**src/rtl/core/mrs_pkg.sv**
```systemverilog
`timescale 1ns / 1ps
`default_nettype none
package mrs_pkg;
  localparam int SAMPLE_BITS_DEF = 16;
  localparam int COUNT_BITS_DEF = 32;
  localparam int FRAC_BITS_DEF = 8;

  localparam int MEAN_W = 24;
  localparam int VAR_W = 40;
  localparam int STD_W = 24;
  localparam int LABEL_W = 8;

  // Width of the shared divider dividend/quotient.
  localparam int DIV_W = 128;
  localparam int DIVISOR_W = 64;

  localparam logic [1:0] STATUS_NORMAL = 2'd0;
  localparam logic [1:0] STATUS_EMPTY = 2'd1;
  localparam logic [1:0] STATUS_SINGLE = 2'd2;

  typedef struct packed {
    logic signed [SAMPLE_BITS_DEF-1:0] sample;
    logic [7:0] label;
    logic last;
  } in_item_t;

  typedef struct packed {
    logic signed [SAMPLE_BITS_DEF-1:0] min_value;
    logic signed [SAMPLE_BITS_DEF-1:0] max_value;
    logic signed [23:0] mean_value;
    logic [39:0] variance_value;
    logic [23:0] std_dev;
    logic [COUNT_BITS_DEF-1:0] voxel_count;
    logic [1:0] status;
  } out_item_t;

  typedef enum logic [3:0] {
    ST_ACCUM,
    ST_SNAP,
    ST_MEAN_DIV,
    ST_VAR_MUL,
    ST_VAR_DIV,
    ST_SQRT,
    ST_OUT
  } mrs_state_t;

  typedef struct packed {
    logic accum;
    logic snap;
    logic div_start;
    logic mean_take;
    logic mul_step;
    logic var_load;
    logic var_take;
    logic sqrt_start;
    logic out_load;
  } mrs_cmd_t;

  typedef struct packed {
    logic div_done;
    logic mul_done;
    logic sqrt_done;
    logic small_count;
  } mrs_stat_t;
endpackage
`default_nettype wire

```
**src/rtl/core/mrs_ctrl.sv**
```systemverilog
`timescale 1ns / 1ps
`default_nettype none
module mrs_ctrl (
  input  wire logic clk,
  input  wire logic rst,
  input  wire logic in_valid,
  input  wire logic in_last,
  output logic in_stall,
  output logic out_valid,
  input  wire logic out_stall,
  input  wire mrs_pkg::mrs_stat_t stat,
  output mrs_pkg::mrs_cmd_t cmd
);
  import mrs_pkg::*;

  mrs_state_t state, state_next;

  always_ff @(posedge clk) begin
    if (rst) begin
      state <= ST_ACCUM;
    end else begin
      state <= state_next;
    end
  end

  always_comb begin
    state_next = state;
    case (state)
      ST_ACCUM: begin
        if (in_valid && in_last) state_next = ST_SNAP;
      end
      ST_SNAP: begin
        state_next = stat.small_count ? ST_OUT : ST_MEAN_DIV;
      end
      ST_MEAN_DIV: begin
        if (stat.div_done) state_next = ST_VAR_MUL;
      end
      ST_VAR_MUL: begin
        if (stat.mul_done) state_next = ST_VAR_DIV;
      end
      ST_VAR_DIV: begin
        if (stat.div_done) state_next = ST_SQRT;
      end
      ST_SQRT: begin
        if (stat.sqrt_done) state_next = ST_OUT;
      end
      ST_OUT: begin
        if (!out_valid || !out_stall) state_next = ST_ACCUM;
      end
      default: state_next = ST_ACCUM;
    endcase
  end

  // Output register: valid is held until the request is taken.
  logic out_valid_next;
  always_ff @(posedge clk) begin
    if (rst) begin
      out_valid <= 1'b0;
    end else begin
      out_valid <= out_valid_next;
    end
  end

  always_comb begin
    cmd = '0;
    in_stall = 1'b1;
    out_valid_next = out_valid && out_stall;
    case (state)
      ST_ACCUM: begin
        in_stall = 1'b0;
        cmd.accum = in_valid;
      end
      ST_SNAP: begin
        cmd.snap = 1'b1;
        cmd.div_start = !stat.small_count;
      end
      ST_MEAN_DIV: begin
        cmd.mean_take = stat.div_done;
      end
      ST_VAR_MUL: begin
        cmd.mul_step = 1'b1;
        cmd.var_load = stat.mul_done;
      end
      ST_VAR_DIV: begin
        cmd.var_take = stat.div_done;
        cmd.sqrt_start = stat.div_done;
      end
      ST_SQRT: ;
      ST_OUT: begin
        if (!out_valid || !out_stall) begin
          cmd.out_load = 1'b1;
          out_valid_next = 1'b1;
        end
      end
      default: ;
    endcase
  end

`ifndef SYNTHESIS
  a_in_only_accum: assert property (@(posedge clk) disable iff (rst)
    !in_stall |-> state == ST_ACCUM) else $error("input taken outside accumulation");
  a_load_free: assert property (@(posedge clk) disable iff (rst)
    cmd.out_load |-> (!out_valid || !out_stall)) else $error("result overwritten");
  a_out_after_last: assert property (@(posedge clk) disable iff (rst)
    cmd.out_load |=> out_valid) else $error("result lost");
`endif
endmodule
`default_nettype wire

```
**config.mk**
```make
export PLATFORM = sky130hd
export DESIGN_NAME = mrs_ctrl
export DESIGN_NICKNAME = d
export VERILOG_FILES = /design/src/rtl/core/mrs_pkg.sv /design/src/rtl/core/mrs_ctrl.sv
export SDC_FILE = /design/constraint.sdc
export NUM_CORES = 1
export LEC_CHECK = 0
export BUFFER_PORTS_ARGS = -buffer_cell sky130_fd_sc_hd__buf_2
export CAP_MARGIN = 20
export CORE_AREA = 2 2 39 41
export CTS_CLUSTER_SIZE = 20
export DETAILED_ROUTE_END_ITERATION = 7
export DIE_AREA = 0 0 41 43
export HOLD_SLACK_MARGIN = 0.02
export PLACE_DENSITY_LB_ADDON = 0.2
export SLEW_MARGIN = 10
export SYNTH_ARGS = -nofsm -noshare
export SYNTH_HDL_FRONTEND = slang
export SYNTH_SLANG_ARGS = --single-unit
```
**constraint.sdc**
```tcl
create_clock -name clk -period 1.29 [get_ports clk]
set_input_delay 0.0645 -clock clk [delete_from_list [all_inputs] [get_ports clk]]
set_output_delay 0.0645 -clock clk [all_outputs]
set_load 0.03 [all_outputs]
```
======== Yosys cells after proc, flatten, opt, wreduce, memory -nomap -nowiden ========
Index checks and enable logic that the tools add are counted.
cells by class
  reductions and logical operators ........ 8
  muxes and demuxes ....................... 18
  eq/ne operators ......................... 12
operators with widths
  cell                count
  $pmux 4 s7          1
  $mux 4              6
  $eq 4x3->1 const B  3
  $ne 2x2->1 const B  6
  $eq 4x2->1 const B  2
  $mux 1              7
  $mux 2              3
  $reduce_and 6->1    1
  $eq 4x1->1 const B  1
  $logic_not 4->1     1
  $logic_not 1->1     3
  $mux 3              1
  $logic_and 1x1->1   2
  $logic_or 1x1->1    1
word-level totals
  register bits after elaboration ......... 5
  output and inout bits ................... 11
  logic and storage cells ................. 40

======== Logic depth before layout (Yosys ltp) ========
  word-level depth ........................ 4
  mapped depth ............................ 4
  depth with buffers taken out ............ 3

======== Least setup slack after synthesis ========
Ideal clock, no wire load.
  path type ............................... reg2out
  start ................................... register state[2]
  end ..................................... output cmd[2] in the netlist's numbering
  required time ........................... 1226 ps
  slack ................................... -417 ps
  arrival ................................. 1642 ps
  buffers on the path ..................... 2
  stages on the path, launching flop included .. 4
  cells stage by stage .................... dfxtp_1 buf_4 nor3b_1 buf_4
RTL lines
  what                    RTL line        source
  start, declared         mrs_ctrl.sv:16  mrs_state_t state, state_next;
  start signal, assigned  mrs_ctrl.sv:22  state <= state_next;
  end, declared           mrs_ctrl.sv:12  output mrs_pkg::mrs_cmd_t cmd

==> impl_summary.log <==
[metrics] number of port buffers: 19
[metrics] final setup skew: 0.00265 ns
[metrics] highest routing layer actually used: met3
[metrics] Std-Cell Rows: 14
[metrics] Final Setup Violations: 0
[metrics] placer congestion estimate: 0.664
[metrics] largest net degree at the start of global routing: 16
[metrics] synth unique cells: 27
[metrics] Clock Tree Buf Depth: 2
[metrics] endpoint type of the worst setup path: output pin
[metrics] highest ir drop seen on vdd: 442 µV
[metrics] Skew-Pair Late Insertion Delay: 0.23 ns
[metrics] transition time at the pin with the least slew margin: 0.261 ns
[metrics] DRC Markers: 0
[metrics] RSZ-0062 raised after global routing: true
[metrics] share of the clock period used by the worst path: 96.8%
[metrics] post-route antenna net violation count: 0
[metrics] detail-routed net length per standard cell: 10.2 µm
[metrics] count of hold buffers inserted by post-cts repair: 0
[metrics] peak per-stage delay on the critical path: 0.38 ns
[metrics] critical path required time: 1.23 ns
[metrics] fmax: 801 MHz
[metrics] number of global-route vias before repair: 302
[metrics] remaining global-route overflow: 0
[metrics] Post-Synthesis Net Count: 47
[metrics] number of antenna violations at the first check in global routing: 0
[metrics] HPWL after detailed placement: 601 µm
[metrics] Worst Setup Slack, final: 0.0414 ns
[metrics] die extent in x: 41 µm
[metrics] Post-Syn Area per Cell: 8.36 µm²
[metrics] worst hold-check slack: 0.0453 ns
[metrics] FF-to-FF Start: state[0]$_SDFFE_PP0P_
[metrics] total CTS buffers: 3
[metrics] Critical Path Source: state[2]$_SDFFE_PP0P_
[metrics] Crit Path Category: reg -> out
[metrics] Min-Delay Path Class: in -> reg
[metrics] crit path time final: 1.25 ns
[metrics] Crit-path slowest cell: or3_4
[metrics] startpoint of the lowest-slack hold path: rst
[metrics] detailed router's first-iteration violation count: 3
[metrics] total power of the final layout: 0.000527 W
[metrics] pre-CTS setup slack: 0.0329 ns
[metrics] result of the run: complete, no violations
[metrics] global-route wire length before repair: 1280 µm
[metrics] Die Height: 43 µm
[metrics] data arrival time at the worst-slack endpoint: 1.18 ns
[metrics] Core Region: 1380 µm²
[metrics] kind of cell adding the most delay to the critical path: simple AND/OR/NAND/NOR gates
[metrics] ANT cells: 0
[metrics] count of maximum capacitance violations: 0
[metrics] top-level port count: 20
[metrics] Total Routed Length: 785 µm
[metrics] Clock H-tree levels: 1
[metrics] final hold vios: 0
[metrics] Gate Count Post-Synth: 38
[metrics] TritonCTS clock tree: built
[metrics] met3 wirelength from detailed routing: 45 µm
[metrics] via count of the routed design: 360
[metrics] clock-pin slew on the worst setup and hold paths: 0.04 ns
[metrics] cell area after placement: 448 µm²
[metrics] number of register bits inferred by synthesis: 4
[metrics] number of warnings issued by yosys: 0
[metrics] number of sinks on the clock net: 4
[metrics] Startpoint Class: flop
[metrics] Clk Tree Root Cell: clkbuf_4
[metrics] first-pass detailed-route iteration total: 4
[metrics] detailed-route vias per instance: 4.68
[metrics] Power per Cell Area: 994 nW/µm²
[metrics] post-layout net count: 72
[metrics] max-slew violations: 0
[metrics] global router's overall resource usage: 11.0%
[metrics] Critical Path, Cell by Cell: or3_4 -> nor2_4 -> buf_6
[metrics] share of cells above drive strength 1: 65.6%
[metrics] effective utilization at floorplan: 23.0%
[metrics] Rel. slew slack: 82.6%
[metrics] sequential area share after synthesis: 25.2%
[metrics] Worst Path Buf+Inv: 1
[metrics] full die area: 1760 µm²
[metrics] cell area after layout: 531 µm²
[metrics] metal1 wirelength: 346 µm
[metrics] largest fanout of any net on the critical path: 5
[metrics] netlist area before placement: 318 µm²
[metrics] leakage component of the power: 0.239 nW
[metrics] met2 layer wire length in the routed design: 393 µm
[metrics] Syn-to-layout area delta: 66.9%
cell usage in the layout (no fill, tap or decap), drive strengths merged:
master / Yosys / final
and4bb: 1 / 1
a21oi: 5 / 5
dfxtp: 4 / 4
nand3b: 1 / 1
nor2: 3 / 3
nor4: 1 / 1
a221o: 1 / 1
mux2: 1 / 1
nand3: 1 / 1
nor3: 1 / 1
nor3b: 3 / 3
clkbuf: 0 / 3
a211o: 1 / 1
o32ai: 1 / 1
or3: 1 / 1
and2: 1 / 1
nand2b: 1 / 1
a31o: 1 / 1
nand2: 2 / 2
buf: 3 / 23
a221oi: 1 / 1
inv: 3 / 3
nor2b: 1 / 1
worst register-to-register path: stages, from the launching register on:
cell      delay (ns)
dfxtp_2         0.33
buf_4           0.15
nand3b_1        0.15
a31o_2          0.26
nor2_1          0.09
registers in the layout (all words and copies together), names as in the netlist:
signal     flops
state          3
out_valid      1
worst paths after layout:
kind	end	slack [ns]	depth (start not counted)
max	cmd[8]	0.04	3
max reg2reg	state[2]$_SDFFE_PP0P_	0.23	4
min reg2reg	out_valid$_SDFF_PP0_	0.50	2
min	out_valid$_SDFF_PP0_	0.05	2
report_power, final:
part	internal, W	leakage (nW)	switching [W]	total, W
Sequential	0.000136	0.0345	0.0000221	0.000158
Clock	0.000104	0.0138	0.0000477	0.000152
Combinational	0.000102	0.191	0.000116	0.000218
metal layers:
layer	vias to the layer above	GRT usage [%]
li1	186	-
met5	-	0
met1	163	13.9
met4	0	8.00
met2	11	15.0
met3	0	3.14
what timing repair did:
item,in CTS,in global routing
gates resized for setup,6,14
gates cloned,0,0
pin swaps,0,3
setup endpoints to repair,9,7
setup buffers,1,0
layout make-up:
class                      count  area, µm²
fill                         158        853
multi-input combinational     28        225
timing repair buffer          23        160
sequential                     4       88.8
clock buffer                   3       22.5
tap                           16       20.0
inverter                       3       13.8
logic make-up after synthesis:
kind of cell,share of synthesized area (%)
AND/OR/NAND/NOR,36.2
AO/OA/AOI/OAI,23.2
buffers and inverters,11.8
flip-flops,25.2
multiplexers,3.54
cell usage after synthesis, drive strengths merged:
cell type	number	area [µm²]
a211o	1	8.76
a21oi	5	28.8
a221o	1	10.0
a221oi	1	8.76
a31o	1	8.76
and2	1	6.26
and4bb	1	12.5
buf	3	26.3
dfxtp	4	80.1
inv	3	11.3
mux2	1	11.3
nand2	2	7.51
nand2b	1	6.26
nand3	1	5.00
nand3b	1	7.51
nor2	3	13.8
nor2b	1	6.26
nor3	1	5.00
nor3b	3	27.5
nor4	1	6.26
o32ai	1	8.76
or3	1	11.3
per-stage QoR:
step / std cells / TNS (ns) / util [%]
after floorplan: 38 / -0.0994 / -
after global placement: 73 / 0 / 32.4
after detailed placement: 73 / 0 / 32.4
after CTS: 77 / -0.00241 / 36.4
after global routing: 77 / -0.0448 / 38.3
final: 77 / 0 / 38.3
Note: power is estimated with default switching activity, not from simulation.
